[src/trpd_pkg.sv]
// Shared types and constants for the touch region press detector.
// Depends on nothing; every other file in src uses it by scoped names.
`timescale 1ns / 1ps

package trpd_pkg;

    // Widths of the coordinate and timer fields.
    localparam int COORD_BITS = 12;
    localparam int TIME_BITS  = 48;

    // Hold-off length is given in milliseconds and kept in microseconds.
    localparam int US_PER_MS     = 1000;
    localparam int DBNC_MS_BITS  = 16;
    localparam int DBNC_US_BITS  = 26;

    // Derived widths.
    localparam int CENTER_BITS    = COORD_BITS + 1;
    localparam int HALF_BITS      = COORD_BITS - 1;
    localparam int RADIUS_SQ_BITS = 2 * COORD_BITS;
    localparam int CFG_DATA_BITS  = (CENTER_BITS > DBNC_MS_BITS) ? CENTER_BITS : DBNC_MS_BITS;
    localparam int CFG_INDEX_BITS = 3;

    // Stream payload layout.
    localparam int IN_FIELD_BITS  = 1 + 2 * COORD_BITS + TIME_BITS;
    localparam int IN_TDATA_BITS  = ((IN_FIELD_BITS + 7) / 8) * 8;
    localparam int OUT_TDATA_BITS = 8;

    typedef enum logic [CFG_INDEX_BITS-1:0] {
        CFG_SHAPE    = 3'd0,
        CFG_ENABLE   = 3'd1,
        CFG_CENTER_X = 3'd2,
        CFG_CENTER_Y = 3'd3,
        CFG_WIDTH    = 3'd4,
        CFG_HEIGHT   = 3'd5,
        CFG_RADIUS   = 3'd6,
        CFG_DEBOUNCE = 3'd7
    } t_cfg_idx;

    typedef enum logic {
        ACT_SAMPLE = 1'b0,
        ACT_READ   = 1'b1
    } t_action;

    // Configuration as seen by the datapath, with the squared radius and
    // the hold-off in microseconds already worked out at write time.
    typedef struct packed {
        logic                      shape_is_circle;
        logic                      touch_enabled;
        logic [CENTER_BITS-1:0]    center_x;
        logic [CENTER_BITS-1:0]    center_y;
        logic [HALF_BITS-1:0]      half_w;
        logic [HALF_BITS-1:0]      half_h;
        logic [RADIUS_SQ_BITS-1:0] radius_sq;
        logic [DBNC_US_BITS-1:0]   debounce_us;
    } t_cfg;

    typedef struct packed {
        t_action                action;
        logic                   touch_down;
        logic [COORD_BITS-1:0]  touch_x;
        logic [COORD_BITS-1:0]  touch_y;
        logic [TIME_BITS-1:0]   now_us;
    } t_item;

    typedef struct packed {
        logic touched;
        logic pressed;
        logic debouncing;
    } t_result;

endpackage

[src/trpd_cfg_regs.sv]
// Configuration register file of the touch region press detector.
// Depends on trpd_pkg for the register index codes and the t_cfg struct.
`timescale 1ns / 1ps

module trpd_cfg_regs (
    input  logic                                   i_clk,
    input  logic                                   i_rst_n,
    input  logic                                   i_cfg_valid,
    input  logic [trpd_pkg::CFG_INDEX_BITS-1:0]    i_cfg_index,
    input  logic [trpd_pkg::CFG_DATA_BITS-1:0]     i_cfg_data,
    output logic                                   o_cfg_ready,
    output trpd_pkg::t_cfg                         o_cfg
);

    trpd_pkg::t_cfg r_cfg;
    logic [trpd_pkg::COORD_BITS-1:0] w_coord;
    logic [trpd_pkg::DBNC_MS_BITS-1:0] w_ms;

    assign o_cfg_ready = 1'b1;
    assign o_cfg       = r_cfg;
    assign w_coord     = i_cfg_data[trpd_pkg::COORD_BITS-1:0];
    assign w_ms        = i_cfg_data[trpd_pkg::DBNC_MS_BITS-1:0];

    // Width and height are only ever used halved, so the halves are stored.
    always_ff @(posedge i_clk) begin
        if (!i_rst_n) begin
            r_cfg <= '0;
        end else if (i_cfg_valid) begin
            unique case (trpd_pkg::t_cfg_idx'(i_cfg_index))
                trpd_pkg::CFG_SHAPE:    r_cfg.shape_is_circle <= i_cfg_data[0];
                trpd_pkg::CFG_ENABLE:   r_cfg.touch_enabled   <= i_cfg_data[0];
                trpd_pkg::CFG_CENTER_X: r_cfg.center_x <=
                    i_cfg_data[trpd_pkg::CENTER_BITS-1:0];
                trpd_pkg::CFG_CENTER_Y: r_cfg.center_y <=
                    i_cfg_data[trpd_pkg::CENTER_BITS-1:0];
                trpd_pkg::CFG_WIDTH:    r_cfg.half_w <=
                    w_coord[trpd_pkg::COORD_BITS-1:1];
                trpd_pkg::CFG_HEIGHT:   r_cfg.half_h <=
                    w_coord[trpd_pkg::COORD_BITS-1:1];
                trpd_pkg::CFG_RADIUS:   r_cfg.radius_sq <=
                    trpd_pkg::RADIUS_SQ_BITS'(w_coord) *
                    trpd_pkg::RADIUS_SQ_BITS'(w_coord);
                trpd_pkg::CFG_DEBOUNCE: r_cfg.debounce_us <=
                    trpd_pkg::DBNC_US_BITS'(w_ms) *
                    trpd_pkg::DBNC_US_BITS'(trpd_pkg::US_PER_MS);
            endcase
        end
    end

endmodule

[src/trpd_region_test.sv]
// Point-in-region test: rectangle with truncated half sizes or circle by
// exact squared distance. Pure combinational logic; depends on trpd_pkg.
`timescale 1ns / 1ps

module trpd_region_test (
    input  trpd_pkg::t_cfg                     i_cfg,
    input  logic [trpd_pkg::COORD_BITS-1:0]    i_x,
    input  logic [trpd_pkg::COORD_BITS-1:0]    i_y,
    output logic                               o_inside
);

    localparam int D = trpd_pkg::COORD_BITS + 2;   // signed difference width
    localparam int E = trpd_pkg::COORD_BITS + 3;   // signed rectangle bound width

    logic signed [D-1:0]   w_dx, w_dy;
    logic signed [2*D-1:0] w_sq_x, w_sq_y;
    logic [2*D:0]          w_dist_sq;
    logic                  w_in_circle;

    logic signed [E-1:0]   w_x, w_y, w_cx, w_cy, w_hw, w_hh;
    logic signed [E-1:0]   w_x_lo, w_x_hi, w_y_lo, w_y_hi;
    logic                  w_in_rect;

    // Circle: squares of the signed offsets, summed without overflow.
    assign w_dx = $signed({2'b00, i_x}) -
                  $signed({i_cfg.center_x[trpd_pkg::CENTER_BITS-1], i_cfg.center_x});
    assign w_dy = $signed({2'b00, i_y}) -
                  $signed({i_cfg.center_y[trpd_pkg::CENTER_BITS-1], i_cfg.center_y});
    assign w_sq_x = w_dx * w_dx;
    assign w_sq_y = w_dy * w_dy;
    assign w_dist_sq = {1'b0, w_sq_x} + {1'b0, w_sq_y};
    assign w_in_circle = w_dist_sq <= (2*D+1)'(i_cfg.radius_sq);

    // Rectangle: inclusive bounds around the center.
    assign w_x  = $signed({3'b000, i_x});
    assign w_y  = $signed({3'b000, i_y});
    assign w_cx = $signed({{2{i_cfg.center_x[trpd_pkg::CENTER_BITS-1]}}, i_cfg.center_x});
    assign w_cy = $signed({{2{i_cfg.center_y[trpd_pkg::CENTER_BITS-1]}}, i_cfg.center_y});
    assign w_hw = $signed({4'b0000, i_cfg.half_w});
    assign w_hh = $signed({4'b0000, i_cfg.half_h});
    assign w_x_lo = w_cx - w_hw;
    assign w_x_hi = w_cx + w_hw;
    assign w_y_lo = w_cy - w_hh;
    assign w_y_hi = w_cy + w_hh;
    assign w_in_rect = (w_x >= w_x_lo) && (w_x <= w_x_hi) &&
                       (w_y >= w_y_lo) && (w_y <= w_y_hi);

    assign o_inside = i_cfg.shape_is_circle ? w_in_circle : w_in_rect;

endmodule

[src/trpd_press_logic.sv]
// Press state (touched, press, read mark, hold-off window) and its update
// for one item. Depends on trpd_pkg for t_cfg, t_item and t_result.
`timescale 1ns / 1ps

module trpd_press_logic (
    input  logic                 i_clk,
    input  logic                 i_rst_n,
    input  trpd_pkg::t_cfg       i_cfg,
    input  trpd_pkg::t_item      i_item,
    input  logic                 i_inside,
    input  logic                 i_fire,
    output trpd_pkg::t_result    o_result
);

    logic r_touched, r_press, r_was_read, r_holdoff;
    logic [trpd_pkg::TIME_BITS-1:0] r_end_us;

    logic n_touched, n_press, n_was_read, n_holdoff;
    logic [trpd_pkg::TIME_BITS-1:0] n_end_us;

    logic                           w_start;
    logic                           w_hold1, w_press1, w_read1, w_expire, w_press2;
    logic [trpd_pkg::TIME_BITS:0]   w_sum;

    // A new window ends at once when the length is zero or the end wraps.
    assign w_sum = {1'b0, i_item.now_us} + (trpd_pkg::TIME_BITS+1)'(i_cfg.debounce_us);

    always_comb begin
        n_touched  = r_touched;
        n_press    = r_press;
        n_was_read = r_was_read;
        n_holdoff  = r_holdoff;
        n_end_us   = r_end_us;
        w_start    = 1'b0;
        w_hold1    = 1'b0;
        w_press1   = 1'b0;
        w_read1    = 1'b0;
        w_expire   = 1'b0;
        w_press2   = 1'b0;
        o_result.touched    = r_touched;
        o_result.pressed    = r_press;
        o_result.debouncing = r_holdoff;

        if (i_item.action == trpd_pkg::ACT_READ) begin
            n_was_read = r_was_read | r_press;
        end else begin
            if (i_cfg.touch_enabled) begin
                n_touched = i_item.touch_down & i_inside;
            end
            w_start  = !r_press && n_touched && !r_holdoff;
            w_hold1  = r_holdoff | w_start;
            w_press1 = r_press | w_start;
            w_read1  = w_start ? 1'b0 : r_was_read;
            if (w_start) begin
                w_expire = (i_cfg.debounce_us == '0) || w_sum[trpd_pkg::TIME_BITS];
                n_end_us = w_sum[trpd_pkg::TIME_BITS-1:0];
            end else begin
                w_expire = w_hold1 && (i_item.now_us >= r_end_us);
            end
            w_press2   = w_press1 & !w_expire;
            n_holdoff  = w_hold1 & !w_expire;
            n_press    = w_press2 & !w_read1;
            n_was_read = w_read1;
            o_result.pressed = n_press;
        end
        o_result.touched    = n_touched;
        o_result.debouncing = n_holdoff;
    end

    always_ff @(posedge i_clk) begin
        if (!i_rst_n) begin
            r_touched  <= 1'b0;
            r_press    <= 1'b0;
            r_was_read <= 1'b0;
            r_holdoff  <= 1'b0;
            r_end_us   <= '0;
        end else if (i_fire) begin
            r_touched  <= n_touched;
            r_press    <= n_press;
            r_was_read <= n_was_read;
            r_holdoff  <= n_holdoff;
            r_end_us   <= n_end_us;
        end
    end

endmodule

[src/touch_region_press_detector_unit.sv]
// Top level of the touch region press detector: stream ports, input and
// result registers. Depends on trpd_pkg, trpd_cfg_regs, trpd_region_test
// and trpd_press_logic.
`timescale 1ns / 1ps
//
//  Channel      Direction  Handshake                  Payload
//  -----------  ---------  -------------------------  ---------------------------------
//  s_axis       in         i_s_axis_tvalid/o_..tready  tdata: item fields, tuser: action
//  m_axis       out        o_m_axis_tvalid/i_..tready  tdata: touched, pressed, debouncing
//  cfg          in         i_cfg_valid/o_cfg_ready     i_cfg_index, i_cfg_data
//
//  An accepted beat lands in the input register; the hit test and press
//  update then run on it in one pass, and the result is loaded into the
//  output register once that register is free or drains, and is presented
//  on m_axis from there. One beat can be accepted every cycle while m_axis
//  does not stall.
//  Reset (i_rst_n low at a clock edge) clears all press state, the
//  configuration and both valid flags.
//  A stall on m_axis holds the output register and the input register; the
//  input side keeps accepting until the input register is also occupied.
//  Configuration writes are always accepted and take effect the next cycle.

module touch_region_press_detector_unit (
    input  logic                                   i_clk,
    input  logic                                   i_rst_n,

    input  logic                                   i_s_axis_tvalid,
    output logic                                   o_s_axis_tready,
    // Bits from lowest: touch_down, touch_x, touch_y, now_us, zero padding.
    input  logic [trpd_pkg::IN_TDATA_BITS-1:0]     i_s_axis_tdata,
    // Bit 0: action (0 touch sample, 1 host read of the press state).
    input  logic                                   i_s_axis_tuser,

    output logic                                   o_m_axis_tvalid,
    input  logic                                   i_m_axis_tready,
    // Bits from lowest: touched, pressed, debouncing, zero padding.
    output logic [trpd_pkg::OUT_TDATA_BITS-1:0]    o_m_axis_tdata,

    input  logic                                   i_cfg_valid,
    output logic                                   o_cfg_ready,
    input  logic [trpd_pkg::CFG_INDEX_BITS-1:0]    i_cfg_index,
    input  logic [trpd_pkg::CFG_DATA_BITS-1:0]     i_cfg_data
);

    localparam int X_LO = 1;
    localparam int Y_LO = X_LO + trpd_pkg::COORD_BITS;
    localparam int T_LO = Y_LO + trpd_pkg::COORD_BITS;

    trpd_pkg::t_cfg    w_cfg;
    trpd_pkg::t_result w_result;
    trpd_pkg::t_item   r_item;
    logic              r_in_valid;
    logic              r_out_valid;
    trpd_pkg::t_result r_out;
    logic              w_fire;
    logic              w_inside;
    logic              w_accept;

    // The held item moves on whenever the output register is free or drains.
    assign w_fire          = r_in_valid && (!r_out_valid || i_m_axis_tready);
    assign o_s_axis_tready = !r_in_valid || w_fire;
    assign w_accept        = i_s_axis_tvalid && o_s_axis_tready;

    always_ff @(posedge i_clk) begin
        if (!i_rst_n) begin
            r_in_valid <= 1'b0;
        end else if (w_accept) begin
            r_in_valid <= 1'b1;
        end else if (w_fire) begin
            r_in_valid <= 1'b0;
        end
    end

    // Payload of the input register needs no reset.
    always_ff @(posedge i_clk) begin
        if (w_accept) begin
            r_item.action     <= trpd_pkg::t_action'(i_s_axis_tuser);
            r_item.touch_down <= i_s_axis_tdata[0];
            r_item.touch_x    <= i_s_axis_tdata[Y_LO-1:X_LO];
            r_item.touch_y    <= i_s_axis_tdata[T_LO-1:Y_LO];
            r_item.now_us     <= i_s_axis_tdata[T_LO+trpd_pkg::TIME_BITS-1:T_LO];
        end
    end

    trpd_cfg_regs u_cfg_regs (
        .i_clk       (i_clk),
        .i_rst_n     (i_rst_n),
        .i_cfg_valid (i_cfg_valid),
        .i_cfg_index (i_cfg_index),
        .i_cfg_data  (i_cfg_data),
        .o_cfg_ready (o_cfg_ready),
        .o_cfg       (w_cfg)
    );

    trpd_region_test u_region_test (
        .i_cfg    (w_cfg),
        .i_x      (r_item.touch_x),
        .i_y      (r_item.touch_y),
        .o_inside (w_inside)
    );

    // Press state advances exactly when its result enters the output register.
    trpd_press_logic u_press_logic (
        .i_clk    (i_clk),
        .i_rst_n  (i_rst_n),
        .i_cfg    (w_cfg),
        .i_item   (r_item),
        .i_inside (w_inside),
        .i_fire   (w_fire),
        .o_result (w_result)
    );

    always_ff @(posedge i_clk) begin
        if (!i_rst_n) begin
            r_out_valid <= 1'b0;
        end else if (w_fire) begin
            r_out_valid <= 1'b1;
        end else if (i_m_axis_tready) begin
            r_out_valid <= 1'b0;
        end
    end

    always_ff @(posedge i_clk) begin
        if (w_fire) begin
            r_out <= w_result;
        end
    end

    assign o_m_axis_tvalid = r_out_valid;
    assign o_m_axis_tdata  = {{(trpd_pkg::OUT_TDATA_BITS-3){1'b0}},
                              r_out.debouncing, r_out.pressed, r_out.touched};

endmodule
[config.mk]
export PLATFORM = sky130hd
export DESIGN_NAME = touch_region_press_detector_unit
export DESIGN_NICKNAME = d
export VERILOG_FILES = /design/src/trpd_pkg.sv /design/src/trpd_cfg_regs.sv /design/src/trpd_region_test.sv /design/src/trpd_press_logic.sv /design/src/touch_region_press_detector_unit.sv
export SDC_FILE = /design/constraint.sdc
export NUM_CORES = 2
export LEC_CHECK = 0
export BUFFER_PORTS_ARGS = -buffer_cell sky130_fd_sc_hd__buf_2
export CAP_MARGIN = 0
export CORE_ASPECT_RATIO = 0.6
export CORE_MARGIN = 10
export CORE_UTILIZATION = 55
export CTS_CLUSTER_DIAMETER = 50
export DETAILED_ROUTE_END_ITERATION = 6
export PLACE_DENSITY_LB_ADDON = 0.12
export SYNTH_ARGS = -nofsm -noshare
export SYNTH_HDL_FRONTEND = slang
export SYNTH_HIERARCHICAL = 1
export SYNTH_SLANG_ARGS = --single-unit
[constraint.sdc]
create_clock -name i_clk -period 22.7 [get_ports i_clk]
set_input_delay 1.135 -clock i_clk [delete_from_list [all_inputs] [get_ports i_clk]]
set_output_delay 1.135 -clock i_clk [all_outputs]
set_load 0.1 [all_outputs]
==> results.py <==
metrics = {
    "outcome": {
        "outcome": "completed",
    },
    "cts": {
        "htreeDepth": 1,
        "insertion_delay_ns": 0.58,
        "hold_buffers": 0,
        "clockBufferDepth": 3,
        "numCtsBuffers": 24,
        "post_cts_resized": 0,
        "cts_tree": "done",
        "cts_sinks": 227,
        "post-cts-setup-buffer-count": 0,
        "clkTransAtPathRegs_ns": 0.07,
        "root_buffer": "clkbuf_16",
    },
    "timing": {
        "slew_violations": 0,
        "tns_ns": 0,
        "holdWs_ns": 0.451,
        "layout_min_cycle_time_ns": 14.41,
        "worstMarginPinSlew_ns": 1.18,
        "rsz0062_at_grt": "false",
        "hold_viol": 0,
        "finalCritPeriodShare": 0.635,
        "clock_skew_ns": 0.0384,
        "max_freq_mhz": 69.4,
        "setup_violations": 0,
        "relSlewSlack": 0.195,
    },
    "routing": {
        "drc": 0,
        "via_per_inst": 5.49,
        "route.detailed.wl_per_inst_um": 18.3,
        "drt-initial-drc-count": 2602,
        "dr.pass1.iters": 6,
        "via_count": 28800,
        "wl_mm": 96.0,
        "ant_nets": 0,
    },
    "worst_setup_path": {
        "r2r_setup_slack_ns": 8.29,
        "r2r_end": "u_press_logic/r_end_us[23]",
        "critical_path_class": "reg2reg",
        "reg2reg_depth": 57,
        "regToRegStartpoint": "u_cfg_regs/o_cfg[73]",
        "crit_path_max_incr_delay_ns": 0.80,
        "required_ns": 23.17,
        "crit_path_start": "u_cfg_regs/o_cfg[73]",
        "startpoint_type": "flip-flop",
        "critPathArrivalTime_ns": 14.89,
        "endpoint_kind": "flip-flop",
        "worst-path-max-fanout": 34,
        "cpMaxStageDelayCell": "xnor2_1",
    },
    "logic_synthesis": {
        "synth_area_leader_cell": "fa_1",
        "async_reset_ff_frac": 0,
        "synth_edf_count": 77,
        "synthFlopType": "dfxtp_1",
        "yosys_warnings": 6,
        "synth.distinct_cells": 95,
        "synth.top_cell.area_share": 0.267,
        "syn_area_mm2": 0.0369,
        "ys_ff_latch": 227,
        "yosysSeqAreaShare": 0.144,
        "syn_avg_cell_area_um2": 8.62,
        "yosys-top-cells-area": "fa_1 27%, ha_1 17%, inv_1 8.8%, dfxtp_1 8.1%, edfxtp_1 6.3%",
        "syn_inst": 4275,
    },
    "place": {
        "dp_hpwl_mm": 79.8,
        "placed_cell_area_mm2": 0.0382,
        "portBuffers": 102,
        "globalplace.congestion": 0.929,
    },
    "hold_path": {
        "holdPathEnd": "u_press_logic/r_end_us[13]",
        "hold_path_depth": 2,
        "min_from": "u_press_logic/r_end_us[13]",
        "holdCritPathClass": "reg2reg",
    },
    "floorplan": {
        "fp.dieW_um": 354,
        "start_util": 0.556,
        "die_area_mm2": 0.0781,
        "core.rowCount": 73,
        "io_pins": 116,
        "die_h_um": 221,
        "core_mm2": 0.0663,
    },
    "cells_and_area": {
        "multi_input_area_mm2": 0.0278,
        "fin_nets": 5410,
        "drive_gt1_frac": 0.0495,
        "design_area_mm2": 0.0391,
        "fin_util": 0.589,
        "layout_commonest_cell": "inv_1",
        "layout_common_cells": "863 x inv_1, 492 x fa_1, 490 x ha_1",
        "area_delta_synth_final_pct": 6.00,
        "fill_cells": 6047,
        "regArea_mm2": 0.00532,
    },
    "run": {
        "cap_violations": 0,
    },
    "grt": {
        "antenna_found_initial": 4,
        "grt_start_max_net_pins": 58,
        "grt_pass1_wl_mm": 155,
        "overflow": 0,
        "grt_pass1_vias": 27900,
        "grtUsageTotal": 0.247,
    },
}
[critical path: cells and delay by family, from the launching register on]
family / cells / cell delay (ns)
XOR/XNOR: 3 / 1.11
buffers and inverters: 8 / 1.00
multiplexers: 2 / 0.37
flip-flops: 1 / 0.63
adder cells (fa/ha/maj): 10 / 4.31
AND/OR/NAND/NOR: 13 / 2.88
AO/OA/AOI/OAI: 21 / 3.98
[final cells by class]
class | count | share of cell area
clock buffer | 34 | 0.0194
multi-input combinational | 3074 | 0.713
inverter | 875 | 0.0841
antenna | 2 | 0.000128
timing repair buffer | 121 | 0.0167
tap | 900 | 0.0288
clock inverter | 10 | 0.00227
sequential | 227 | 0.136
[worst max path at each step]
stage	end	depth (start not counted)
4_1_cts	u_press_logic/r_end_us[23]	57
6_report	u_press_logic/r_end_us[23]	57
2_1_floorplan	u_press_logic/r_end_us[25]	56
3_5_place_dp	u_press_logic/r_end_us[23]	57
5_1_grt	u_press_logic/r_end_us[23]	55
3_3_place_gp	u_press_logic/r_end_us[23]	57
[cell families after synthesis]
group	after synthesis	synth area share
DFF	227	0.144
adders and majority gates	982	0.434
buffers and inverters	983	0.102
muxes	9	0.00255
xor gates and xnor gates	184	0.0437
other	5	0.000509
AOI/OAI and AO/OA	773	0.136
and+or+nand+nor	1112	0.138
[cell usage after synthesis (30+ instances only)]
master	instances
o21ai_0	111
a31oi_1	37
edfxtp_1	77
nor2_1	298
nand2_1	433
ha_1	490
o211ai_1	30
o21a_1	32
fa_1	492
nor2b_1	36
clkbuf_1	83
xnor2_1	141
a21oi_1	275
nor3_1	59
a21o_1	81
inv_1	864
nand4_1	43
dfxtp_1	150
xor2_1	43
nand3_1	87
[state kept, by name (all words and copies together), names as in the netlist]
signal	count
u_cfg_regs/o_cfg	96
r_item	74
u_press_logic/r_end_us	48
o_m_axis_tdata	3
o_m_axis_tvalid	1
r_in_valid	1
u_press_logic/r_holdoff	1
u_press_logic/r_press	1
u_press_logic/r_touched	1
u_press_logic/r_was_read	1
[per-layer routing]
layer / track usage / vias to the layer above / wire, um
met5: 0 / - / 0
met4: 0.0270 / 0 / 932
met3: 0.0785 / 60 / 10400
met2: 0.314 / 988 / 34300
met1: 0.404 / 13700 / 50400
li1: - / 14100 / -
[per-stage QoR]
step	setup WS, ns	std cells
3_5_place_dp	8.52	5197
3_3_place_gp	8.57	5197
6_report	8.29	5243
2_1_floorplan	10.64	4284
5_1_grt	7.31	5243
4_1_cts	8.46	5241
Power is not shown: default switching activity piles up to over one toggle a cycle in this logic, so the estimate is an artifact.
